## src/rtl/core/tqa_pkg.sv

```systemverilog
// Shared constants and types for the two-queues-in-one-array unit.
// Depends on nothing; tqa_if, tqa_ctrl, tqa_dp and the top level import it.
`default_nettype none

package tqa_pkg;

    localparam int DEPTH_DEFAULT = 16;
    localparam int DATA_W        = 32;

    localparam logic [1:0] REQ_ENQ_ONE = 2'd0;
    localparam logic [1:0] REQ_DEQ_ONE = 2'd1;
    localparam logic [1:0] REQ_ENQ_TWO = 2'd2;
    localparam logic [1:0] REQ_DEQ_TWO = 2'd3;

    localparam logic [1:0] ST_DONE      = 2'd0;
    localparam logic [1:0] ST_OVERFLOW  = 2'd1;
    localparam logic [1:0] ST_UNDERFLOW = 2'd2;

    typedef struct packed {
        logic accept;
    } tqa_cmd_t;

endpackage

`default_nettype wire

```

## src/rtl/core/tqa_ram.sv

```systemverilog
// Generic single-write, single-read RAM with a registered read port.
// Depends on nothing.
`default_nettype none

module tqa_ram #(
    parameter int WIDTH = 32,
    parameter int DEPTH = 16
) (
    input  wire logic                     clk,
    input  wire logic                     wr_en,
    input  wire logic [$clog2(DEPTH)-1:0] wr_addr,
    input  wire logic [WIDTH-1:0]         wr_data,
    input  wire logic                     rd_en,
    input  wire logic [$clog2(DEPTH)-1:0] rd_addr,
    output logic      [WIDTH-1:0]         rd_data
);

    logic [WIDTH-1:0] mem [DEPTH];

    always_ff @(posedge clk)
    begin
        if (wr_en)
        begin
            mem[wr_addr] <= wr_data;
        end
        if (rd_en)
        begin
            rd_data <= mem[rd_addr];
        end
    end

endmodule

`default_nettype wire

```

## src/rtl/core/tqa_dp.sv

```systemverilog
// Pointer logic, result registers and slot store of the two-queues-in-one-array unit.
// Depends on tqa_pkg and tqa_ram.
`default_nettype none

module tqa_dp
    import tqa_pkg::*;
#(
    parameter int DEPTH = DEPTH_DEFAULT
) (
    input  wire logic                     clk,
    input  wire logic                     rst_n,
    input  wire tqa_cmd_t                 cmd,
    input  wire logic [1:0]               req_type,
    input  wire logic signed [DATA_W-1:0] data_value,
    output logic      [1:0]               status,
    output logic signed [DATA_W-1:0]      read_value,
    output logic                          store_full,
    output logic                          first_empty,
    output logic                          second_empty
);

    localparam int PW = $clog2(DEPTH + 1);
    localparam int AW = $clog2(DEPTH);
    localparam logic [PW-1:0] P_ZERO = PW'(0);
    localparam logic [PW-1:0] P_ONE  = PW'(1);
    localparam logic [PW-1:0] P_TOP  = PW'(DEPTH);
    localparam logic [PW-1:0] P_LAST = PW'(DEPTH - 1);

    // Queue one pointers are kept offset by one so that zero means empty.
    logic [PW-1:0] lo_head_reg, lo_head_next;
    logic [PW-1:0] lo_tail_reg, lo_tail_next;
    logic [PW-1:0] hi_head_reg, hi_head_next;
    logic [PW-1:0] hi_tail_reg, hi_tail_next;

    logic [1:0]    status_reg, status_next;
    logic          deq_ok_reg, deq_ok_next;
    logic          full_reg, e1_reg, e2_reg;

    logic              full_now;
    logic              wr_en, rd_en;
    logic [AW-1:0]     wr_addr, rd_addr;
    logic [DATA_W-1:0] rd_data;

    always_comb
    begin
        lo_head_next = lo_head_reg;
        lo_tail_next = lo_tail_reg;
        hi_head_next = hi_head_reg;
        hi_tail_next = hi_tail_reg;
        status_next  = ST_DONE;
        deq_ok_next  = 1'b0;
        wr_en        = 1'b0;
        rd_en        = 1'b0;
        wr_addr      = '0;
        rd_addr      = '0;
        full_now     = (lo_tail_reg == hi_tail_reg);
        case (req_type)
            REQ_ENQ_ONE:
            begin
                if (full_now)
                begin
                    status_next = ST_OVERFLOW;
                end
                else
                begin
                    if (lo_head_reg == P_ZERO)
                    begin
                        lo_head_next = P_ONE;
                        lo_tail_next = P_ONE;
                    end
                    else
                    begin
                        lo_tail_next = lo_tail_reg + P_ONE;
                    end
                    wr_en   = 1'b1;
                    wr_addr = AW'(lo_tail_next - P_ONE);
                end
            end
            REQ_DEQ_ONE:
            begin
                if (lo_head_reg == P_ZERO)
                begin
                    status_next = ST_UNDERFLOW;
                end
                else
                begin
                    deq_ok_next = 1'b1;
                    rd_en       = 1'b1;
                    rd_addr     = AW'(lo_head_reg - P_ONE);
                    if (lo_head_reg == lo_tail_reg)
                    begin
                        lo_head_next = P_ZERO;
                        lo_tail_next = P_ZERO;
                    end
                    else
                    begin
                        lo_head_next = lo_head_reg + P_ONE;
                    end
                end
            end
            REQ_ENQ_TWO:
            begin
                if (full_now)
                begin
                    status_next = ST_OVERFLOW;
                end
                else
                begin
                    if (hi_head_reg == P_TOP)
                    begin
                        hi_head_next = P_LAST;
                        hi_tail_next = P_LAST;
                    end
                    else
                    begin
                        hi_tail_next = hi_tail_reg - P_ONE;
                    end
                    wr_en   = 1'b1;
                    wr_addr = AW'(hi_tail_next);
                end
            end
            REQ_DEQ_TWO:
            begin
                if (hi_head_reg == P_TOP)
                begin
                    status_next = ST_UNDERFLOW;
                end
                else
                begin
                    deq_ok_next = 1'b1;
                    rd_en       = 1'b1;
                    rd_addr     = AW'(hi_head_reg);
                    if (hi_head_reg == hi_tail_reg)
                    begin
                        hi_head_next = P_TOP;
                        hi_tail_next = P_TOP;
                    end
                    else
                    begin
                        hi_head_next = hi_head_reg - P_ONE;
                    end
                end
            end
            default:
            begin
                status_next = ST_DONE;
            end
        endcase
    end

    always_ff @(posedge clk or negedge rst_n)
    begin
        if (!rst_n)
        begin
            lo_head_reg <= P_ZERO;
            lo_tail_reg <= P_ZERO;
            hi_head_reg <= P_TOP;
            hi_tail_reg <= P_TOP;
        end
        else if (cmd.accept)
        begin
            lo_head_reg <= lo_head_next;
            lo_tail_reg <= lo_tail_next;
            hi_head_reg <= hi_head_next;
            hi_tail_reg <= hi_tail_next;
        end
    end

    always_ff @(posedge clk)
    begin
        if (cmd.accept)
        begin
            status_reg <= status_next;
            deq_ok_reg <= deq_ok_next;
            full_reg   <= (lo_tail_next == hi_tail_next);
            e1_reg     <= (lo_head_next == P_ZERO);
            e2_reg     <= (hi_head_next == P_TOP);
        end
    end

    tqa_ram #(
        .WIDTH (DATA_W),
        .DEPTH (DEPTH)
    ) u_slots (
        .clk     (clk),
        .wr_en   (cmd.accept && wr_en),
        .wr_addr (wr_addr),
        .wr_data (data_value),
        .rd_en   (cmd.accept && rd_en),
        .rd_addr (rd_addr),
        .rd_data (rd_data)
    );

    assign status       = status_reg;
    assign read_value   = deq_ok_reg ? $signed(rd_data) : '0;
    assign store_full   = full_reg;
    assign first_empty  = e1_reg;
    assign second_empty = e2_reg;

    a_tails_ordered: assert property (@(posedge clk) disable iff (!rst_n)
        lo_tail_reg <= hi_tail_reg)
        else $error("queue one rear passed queue two rear");

    a_one_order: assert property (@(posedge clk) disable iff (!rst_n)
        (lo_head_reg <= lo_tail_reg) && ((lo_head_reg == P_ZERO) == (lo_tail_reg == P_ZERO)))
        else $error("queue one pointers inconsistent");

    a_two_order: assert property (@(posedge clk) disable iff (!rst_n)
        (hi_head_reg >= hi_tail_reg) && ((hi_head_reg == P_TOP) == (hi_tail_reg == P_TOP)))
        else $error("queue two pointers inconsistent");

    a_overflow: assert property (@(posedge clk) disable iff (!rst_n)
        cmd.accept && full_now && (req_type == REQ_ENQ_ONE || req_type == REQ_ENQ_TWO)
        |=> status_reg == ST_OVERFLOW && $stable(lo_tail_reg) && $stable(hi_tail_reg))
        else $error("enqueue into a full store was not refused");

endmodule

`default_nettype wire

```

## config.mk

```make
export PLATFORM = sky130hd
export DESIGN_NAME = tqa_dp
export DESIGN_NICKNAME = d
export VERILOG_FILES = /design/src/rtl/core/tqa_pkg.sv /design/src/rtl/core/tqa_ram.sv /design/src/rtl/core/tqa_dp.sv
export SDC_FILE = /design/constraint.sdc
export NUM_CORES = 1
export LEC_CHECK = 0
export BUFFER_PORTS_ARGS = -buffer_cell sky130_fd_sc_hd__buf_2
export CAP_MARGIN = 30
export CORE_ASPECT_RATIO = 1.2
export CORE_MARGIN = 4
export CORE_UTILIZATION = 45
export CTS_BUF_LIST = sky130_fd_sc_hd__clkbuf_4 sky130_fd_sc_hd__clkbuf_8
export DETAILED_ROUTE_END_ITERATION = 12
export GPL_TIMING_DRIVEN = 0
export MAX_ROUTING_LAYER = met4
export PLACE_DENSITY_LB_ADDON = 0.1
export SETUP_SLACK_MARGIN = 0.05
export SLEW_MARGIN = 20
export SYNTH_ARGS = -nofsm -noshare
export SYNTH_HDL_FRONTEND = slang
export SYNTH_SLANG_ARGS = --single-unit
```

## constraint.sdc

```tcl
create_clock -name clk -period 5.3 [get_ports clk]
set_clock_uncertainty 0.05 [all_clocks]
set_input_delay 0.795 -clock clk [delete_from_list [all_inputs] [get_ports clk]]
set_output_delay 0.795 -clock clk [all_outputs]
set_load 0.1 [all_outputs]
```

### Yosys cells after proc, flatten, opt, wreduce, memory -nomap -nowiden

Memories as Yosys holds them, arrays and structs flattened. A register that Yosys moved wholly into a read port is not among the register bits.
Cells that the tools add are included.

| word-level totals | value |
|---|---|
| memories kept | 1 |
| bits in writable memories | 512 |
| output and inout port bits | 37 |
| bits of input ports | 37 |
| logic and storage cells | 71 |
| bits in registers | 26 |

Memory list:

| name | words | bits a word | read ports | clocked after Yosys merged registers in | wr ports | RTL line | RTL |
|---|---|---|---|---|---|---|---|
| u_slots.mem | 16 | 32 | 1 | 1 | 1 | tqa_ram.sv:18 | `logic [WIDTH-1:0] mem [DEPTH];` |

| operators by class | value |
|---|---|
| equality and inequality tests | 9 |
| add/subtract/negate cells | 6 |
| reduce and logical (&&, ||, !) cells | 6 |
| multiplexer cells | 40 |

Operators with widths:

| kind | number |
|---|---|
| $mux 5 | 18 |
| $pmux 5 s2 | 4 |
| $mux 32 | 1 |
| $eq 5x5->1 | 4 |
| $mux 4 | 4 |
| $pmux 4 s2 | 2 |
| $add 5x1->5 const B | 2 |
| $eq 5x5->1 const B | 2 |
| $logic_not 5->1 | 2 |
| $sub 5x1->5 const B | 2 |
| $sub 4x1->4 const B | 2 |
| $mux 1 | 7 |
| $pmux 2 s3 | 1 |
| $eq 2x2->1 const B | 2 |
| $mux 2 | 2 |
| $eq 2x1->1 const B | 1 |
| $logic_and 1x1->1 | 2 |
| $logic_not 2->1 | 1 |
| $pmux 1 s2 | 1 |
| $reduce_or 2->1 | 1 |

### Logic depth before layout (Yosys ltp)

| depth | value |
|---|---|
| depth in word-level cells | 7 |
| depth in mapped cells | 13 |
| mapped depth without buffers | 9 |

### Cells and area by module

A second synthesis with hierarchy kept.

| second synthesis, totals | value |
|---|---|
| cell total of the unflattened synthesis | 1185 |
| area total of the unflattened synthesis | 22907.0 sq um |

Modules (own cells, without submodules):

| module | sequential area each (sq um) | cells an instance | area an instance (sq um) | instances |
|---|---|---|---|---|
| tqa_ram | 16335.7 | 838 | 20155.6 | 1 |
| tqa_dp | 683.2 | 347 | 2751.4 | 1 |

### Worst setup path before layout

No wires, ideal clock.

| timing path | value |
|---|---|
| path type | flip-flop to flip-flop |
| start point | register lo_head_reg[0] |
| end point | memory u_slots.mem[6][0] (enable) |
| buffers on the path | 2 |
| clock period less this slack | 4.207 ns |
| required time | 4.829 ns |
| setup time | 0.421 ns |
| arrival | 3.736 ns |
| slack | 1.093 ns |
| stages on the path, launching flop included | 12 |
| cells stage by stage | dfrtp_1 -> clkbuf_1 -> inv_1 -> ha_1 -> or4b_1 -> buf_4 -> and2_1 -> ha_1 -> xnor2_1 -> a21oi_1 -> or2_2 -> nor2_1 |

| between the ends | value |
|---|---|
| cells in the longest elaborated chain, start to end | 7 |

Ends and longest elaborated chain:

| what | RTL line | RTL |
|---|---|---|
| start, declared | tqa_dp.sv:30 | `logic [PW-1:0] lo_head_reg, lo_head_next;` |
| start signal, assigned | tqa_dp.sv:162 | `lo_head_reg <= lo_head_next;` |
| $logic_not 5->1 | tqa_dp.sv:66 | `if (lo_head_reg == P_ZERO)` |
| $mux 5 | tqa_dp.sv:66 |  |
| $mux 5 | tqa_dp.sv:60 | `if (full_now)` |
| $mux 5 | tqa_dp.sv:57 | `case (req_type)` |
| $sub 4x1->4 | tqa_dp.sv:76 | `wr_addr = AW'(lo_tail_next - P_ONE);` |
| $mux 4 | tqa_dp.sv:60 |  |
| $pmux 4 s2 | tqa_dp.sv:57 |  |
| end, declared | tqa_ram.sv:18 |  |

No other way between the ends. The select of a mux whose other input is x is not followed.

### Final worst setup path

| timing path | value |
|---|---|
| start point | register lo_head_reg[0] |
| end point | register u_slots.rd_data[29], read port of u_slots.mem, data pin |

| between the ends | value |
|---|---|
| cells in the longest elaborated chain, start to end | 4 |
| elaborated cells on any way between the ends | 7 |
| classes of those cells | add/sub (1); mux (4); reduce/logical (2) |

Ends and longest elaborated chain:

| what | RTL line | RTL |
|---|---|---|
| parallel branches: the longest is 4 deep, another holds $sub 4x1->4 | - |  |
| end, declared | tqa_ram.sv:15 | `output logic [WIDTH-1:0] rd_data` |

Several ways; the timed one is not identified.
A chain may end at the register's enable or synchronous reset.

==> summary by stage <==
Pwr
Of the total power, combinational logic draws 0.299. The internal portion of the total power is 8.55 mW. The power density over the cells is 470 nW/um^2. Of the total power, the share spent switching nets is 0.337. The share of total power in the clock network is 0.275. Across the VDD grid, the largest voltage drop is 0.222 mV. Of the total power, registers draw 0.426. The analysis attributes to net switching a power of 4.35 mW. Summed over all cells, the static leakage comes to 9.63 nW. The total power is 12.9 mW.

Finish
The register with the most flip-flops in the layout has 512 of them. The number of fill cells is 4,516. The area taken by multi-input logic gates is 6380 sq um.

The growth of design area from synthesis to finish is 14.8%. In the final layout, the share of cells above drive strength 1 is 0.203. The register bank with the most flops is u_slots.mem. The largest registers in the layout are u_slots.mem (512), u_slots.rd_data (32). The post-route standard cell area excluding fillers is 27,500 sq um. The sequential cells in the finished layout cover a total of 17,000 sq um. The count of nets after finishing is 1,795.

Global route
The first-pass GRT wire length is 92,000 um. The largest net degree at the start of global routing is 22. The number of antenna violations at the first check in global routing was 2. The overall fraction of global-route tracks in use is 0.224. The residual overflow from global routing is 0. The via count of the first global-routing pass is 14,400.

STA
Adding up every negative setup slack in the final design gives 0 ns. Setup repair after global routing left no endpoint under its margin. The number of pins with negative max-slew slack in the final report was 0.

The transition time at the pin with the least slew margin is 0.837 ns. The final hold violation count is 0. For this run, the top clock speed supported by timing is 241 MHz. Of the available clock period, the critical path in the final layout requires 0.782. The post-route minimum period is 4.15 ns.

Setup violations remaining at the end of the flow were counted as 0. The worst slew slack as a fraction of its limit is 0.442.

Floorplan
The die covers 56,900 sq um. The area of the core region is 52,600 sq um. The number of cell rows is 92. The overall die width is 218 um.

The initial utilization of the core area, before any placement, comes to 0.455. From bottom edge to top edge, the die measures 261 um. 74 I/O pins were placed.

Logic synthesis
By area, the combinational part of the netlist is dominated by compound AO/OA/AOI/OAI gates. The cell area after technology mapping is 23,900 sq um. The share of synthesized area spent on multiplexers is 0.0579. The share of synthesized cell area in full adder, half adder and majority cells is 0.00418. The sequential share of the synthesized area is 0.712. Of the total synthesized cell area, the portion taken by AND, OR, NAND and NOR gates is 0.0799. A synthesized cell averages 15.3 sq um. The Yosys step of the flow raised 0 warnings. The fraction of registers with async set/reset is 0.0351. Yosys mapped a number of flops with a built-in enable equal to 550. The xor and xnor area share after synthesis is 0.0106.

The number of nets handed over by synthesis was 1,611. Yosys mapped the design onto 66 distinct sky130hd cell types. The post-synthesis instance total is 1,566.

The compound-cell area share of the yosys netlist is 0.108. In this run, synthesis produced a sequential element count of 570. The dominant register cell in the synthesized netlist is sky130_fd_sc_hd__edfxtp_1.

Detailed routing
The number of nets with antenna violations after detailed routing is 0. The ratio of routed vias to standard cells is 5.62. After the first detailed-routing iteration, the DRC count stood at 1,206. In the routed design, unresolved DRC markers number 0. The iteration count of the initial detailed-routing pass is 5. The average wire per cell in the routed design is 24.5 um. The routed wire length is 61,700 um. The number of vias in the routed layout is 14,100.

Clocking
Counting every sink on the clock net gives 570. For this design, the CTS-stage hold fixing added 0 buffers. The clock insertion delay at the later pin of the skew report is 0.67 ns. The post-cts repair resize count is 0.

The clock tree from TritonCTS is done. The number of clock buffers added by TritonCTS is 90. In this run the post-CTS setup repair buffer count came out at 0.

The tree is rooted in a sky130_fd_sc_hd__clkbuf_8. After clock tree synthesis, the clock-pin slew on the worst setup and hold paths is 0.06 ns. The number of buffers between clock root and the deepest sink is 3.

The level count of the clock H-tree is 3.

Setup path
The worst setup path is of the register to register kind. The kind of start point of the critical path is a register. The maximum net fanout on the critical path is 10. STA classifies the critical path endpoint as a register.

The required time of the worst setup path is 5.78 ns. Data arrives at the worst endpoint at 4.63 ns.

Run
The max-cap check violation count is 0.

Placement
Buffers placed on the I/O ports in this run total 73. Detailed placement ended at an HPWL of 40,900 um. The congestion estimate from routability-driven global placement came to 0.835. The instance area at placement is 25,800 sq um.

Worst hold path
The class of the worst hold path is primary input to asynchronous set/reset pin.

Outcome
The run finished with clean final reports.
==> cells in the final DEF, fill, tap and decap left out, types with 14 or more instances in the layout <==
cell / Yosys / final
sky130_fd_sc_hd__edfxtp_1: 550 / 550
sky130_fd_sc_hd__a211oi_1: 162 / 162
sky130_fd_sc_hd__buf_2: 45 / 118
sky130_fd_sc_hd__nand2_1: 107 / 107
sky130_fd_sc_hd__mux2i_1: 99 / 99
sky130_fd_sc_hd__clkbuf_8: 0 / 94
sky130_fd_sc_hd__nor2b_1: 93 / 93
sky130_fd_sc_hd__and2_1: 67 / 67
sky130_fd_sc_hd__clkbuf_1: 42 / 42
sky130_fd_sc_hd__clkbuf_4: 0 / 38
sky130_fd_sc_hd__mux2_2: 35 / 35
sky130_fd_sc_hd__a31oi_1: 34 / 34
sky130_fd_sc_hd__o32ai_1: 32 / 32
sky130_fd_sc_hd__a211o_1: 32 / 32
sky130_fd_sc_hd__a21oi_1: 25 / 24
sky130_fd_sc_hd__nor2_1: 36 / 20
sky130_fd_sc_hd__o21ai_0: 18 / 18
sky130_fd_sc_hd__dfrtp_1: 18 / 18
sky130_fd_sc_hd__nor2_4: 0 / 16
sky130_fd_sc_hd__xnor2_1: 15 / 15
sky130_fd_sc_hd__clkinv_1: 1 / 15
sky130_fd_sc_hd__xor2_1: 14 / 14
sky130_fd_sc_hd__buf_6: 14 / 14
sky130_fd_sc_hd__buf_16: 0 / 14
==> synthesized netlist by cell type (2+ instances only) <==
cell	number	area, sq um
sky130_fd_sc_hd__edfxtp_1	550	16500
sky130_fd_sc_hd__a211oi_1	162	1220
sky130_fd_sc_hd__nand2_1	107	402
sky130_fd_sc_hd__mux2i_1	99	991
sky130_fd_sc_hd__nor2b_1	93	582
sky130_fd_sc_hd__and2_1	67	419
sky130_fd_sc_hd__buf_2	45	225
sky130_fd_sc_hd__clkbuf_1	42	158
sky130_fd_sc_hd__nor2_1	36	135
sky130_fd_sc_hd__mux2_2	35	394
sky130_fd_sc_hd__a31oi_1	34	213
sky130_fd_sc_hd__a211o_1	32	280
sky130_fd_sc_hd__o32ai_1	32	280
sky130_fd_sc_hd__a21oi_1	25	125
sky130_fd_sc_hd__dfrtp_1	18	450
sky130_fd_sc_hd__o21ai_0	18	90.1
sky130_fd_sc_hd__xnor2_1	15	131
sky130_fd_sc_hd__buf_6	14	158
sky130_fd_sc_hd__xor2_1	14	123
sky130_fd_sc_hd__inv_1	10	37.5
sky130_fd_sc_hd__nand3_1	10	50.1
sky130_fd_sc_hd__buf_4	9	67.6
sky130_fd_sc_hd__a22o_1	8	70.1
sky130_fd_sc_hd__ha_1	8	100
sky130_fd_sc_hd__o31ai_1	6	45.0
sky130_fd_sc_hd__and2b_1	5	37.5
sky130_fd_sc_hd__nor3_1	5	25.0
sky130_fd_sc_hd__or2_2	5	31.3
sky130_fd_sc_hd__a21boi_0	4	30.0
sky130_fd_sc_hd__nand2b_1	4	25.0
sky130_fd_sc_hd__nand4_1	4	25.0
sky130_fd_sc_hd__nor4_1	3	18.8
sky130_fd_sc_hd__o221ai_1	3	26.3
sky130_fd_sc_hd__o2bb2ai_1	3	26.3
sky130_fd_sc_hd__a22oi_1	2	15.0
sky130_fd_sc_hd__and3_1	2	12.5
sky130_fd_sc_hd__and4_1	2	17.5
sky130_fd_sc_hd__dfstp_2	2	52.6
sky130_fd_sc_hd__nor3b_1	2	15.0
sky130_fd_sc_hd__nor4b_1	2	17.5
sky130_fd_sc_hd__o211ai_1	2	15.0
sky130_fd_sc_hd__o22ai_1	2	12.5
sky130_fd_sc_hd__o31a_1	2	17.5
==> kinds of logic (layout without fill, tap and decap cells) <==
| kind of cell | Yosys count | after routing |
|---|---|---|
| xor gates and xnor gates | 29 | 29 |
| DFF | 570 | 570 |
| and+or+nand+nor | 355 | 355 |
| other | 0 | 1 |
| adders and majority gates | 8 | 8 |
| muxes | 134 | 134 |
| AOI/OAI and AO/OA | 348 | 348 |
| buffers and inverters | 122 | 367 |
==> cell type report <==
class / instances / share of cell area
buffer: 111 / 0.0223
multi-input combinational: 874 / 0.232
clock buffer: 132 / 0.0575
tap: 705 / 0.0321
clock inverter: 21 / 0.00383
sequential: 570 / 0.620
timing repair buffer: 92 / 0.0310
inverter: 11 / 0.00150
antenna: 1 / 0.0000911
==> per-layer routing <==
metal | vias up | GRT usage | wire length (um)
met5 | - | - | 0
met1 | 7169 | 0.297 | 26900
met2 | 408 | 0.363 | 30200
met3 | 91 | 0.0306 | 3210
met4 | 0 | 0.0678 | 1440
li1 | 6478 | - | -
==> through the flow <==
| stage | hold WS [ns] | std cells | setup WS, ns | utilization |
|---|---|---|---|---|
| global placement | 0.490 | 2344 | -1.18 | 0.478 |
| floorplan | 0.449 | 1566 | 1.09 | - |
| CTS | 0.00652 | 2516 | 1.18 | 0.522 |
| detailed placement | 0.493 | 2363 | 0.952 | 0.490 |
| global route | 0.0620 | 2517 | 0.990 | 0.522 |
| finish | 0.0414 | 2517 | 1.15 | 0.522 |
==> worst max-delay path, cell delays in order (launching register included) <==
cell	delay, ns
sky130_fd_sc_hd__dfrtp_1	0.38
sky130_fd_sc_hd__clkbuf_1	0.21
sky130_fd_sc_hd__inv_1	0.18
sky130_fd_sc_hd__ha_1	0.21
sky130_fd_sc_hd__nor4b_4	0.51
sky130_fd_sc_hd__nor3_2	0.16
sky130_fd_sc_hd__a22oi_4	0.57
sky130_fd_sc_hd__buf_6	0.28
sky130_fd_sc_hd__buf_4	0.26
sky130_fd_sc_hd__buf_2	0.35
sky130_fd_sc_hd__a211oi_1	0.13
sky130_fd_sc_hd__o32ai_1	0.53
sky130_fd_sc_hd__a211o_1	0.18
==> worst paths after layout <==
check,slack [ns],end,from,depth (start not counted)
worst max-delay path,1.15,u_slots.rd_data[29]$_DFFE_PP_,lo_head_reg[0]$_DFFE_PN0P_,12
min in group clk,0.46,u_slots.mem[0][18]$_DFFE_PP_,data_value[18],1
max in group asynchronous,4.80,hi_tail_reg[4]$_DFFE_PN1P_,rst_n,1
worst max register to register,1.15,u_slots.rd_data[29]$_DFFE_PP_,lo_head_reg[0]$_DFFE_PN0P_,12
worst min register to register,0.52,hi_head_reg[4]$_DFFE_PN1P_,hi_head_reg[4]$_DFFE_PN1P_,2
worst min-delay path,0.04,hi_tail_reg[0]$_DFFE_PN0P_,rst_n,1
==> power by group through the flow <==
stage	combinational [mW]	clock (mW)	sequential, mW
floorplan	2.50	0	5.61
global placement	3.69	0	5.60
detailed placement	3.86	0	5.58
CTS	3.88	3.65	5.49
global route	4.14	3.85	5.52
finish	3.86	3.55	5.49
(Power assumes the default switching activity.)
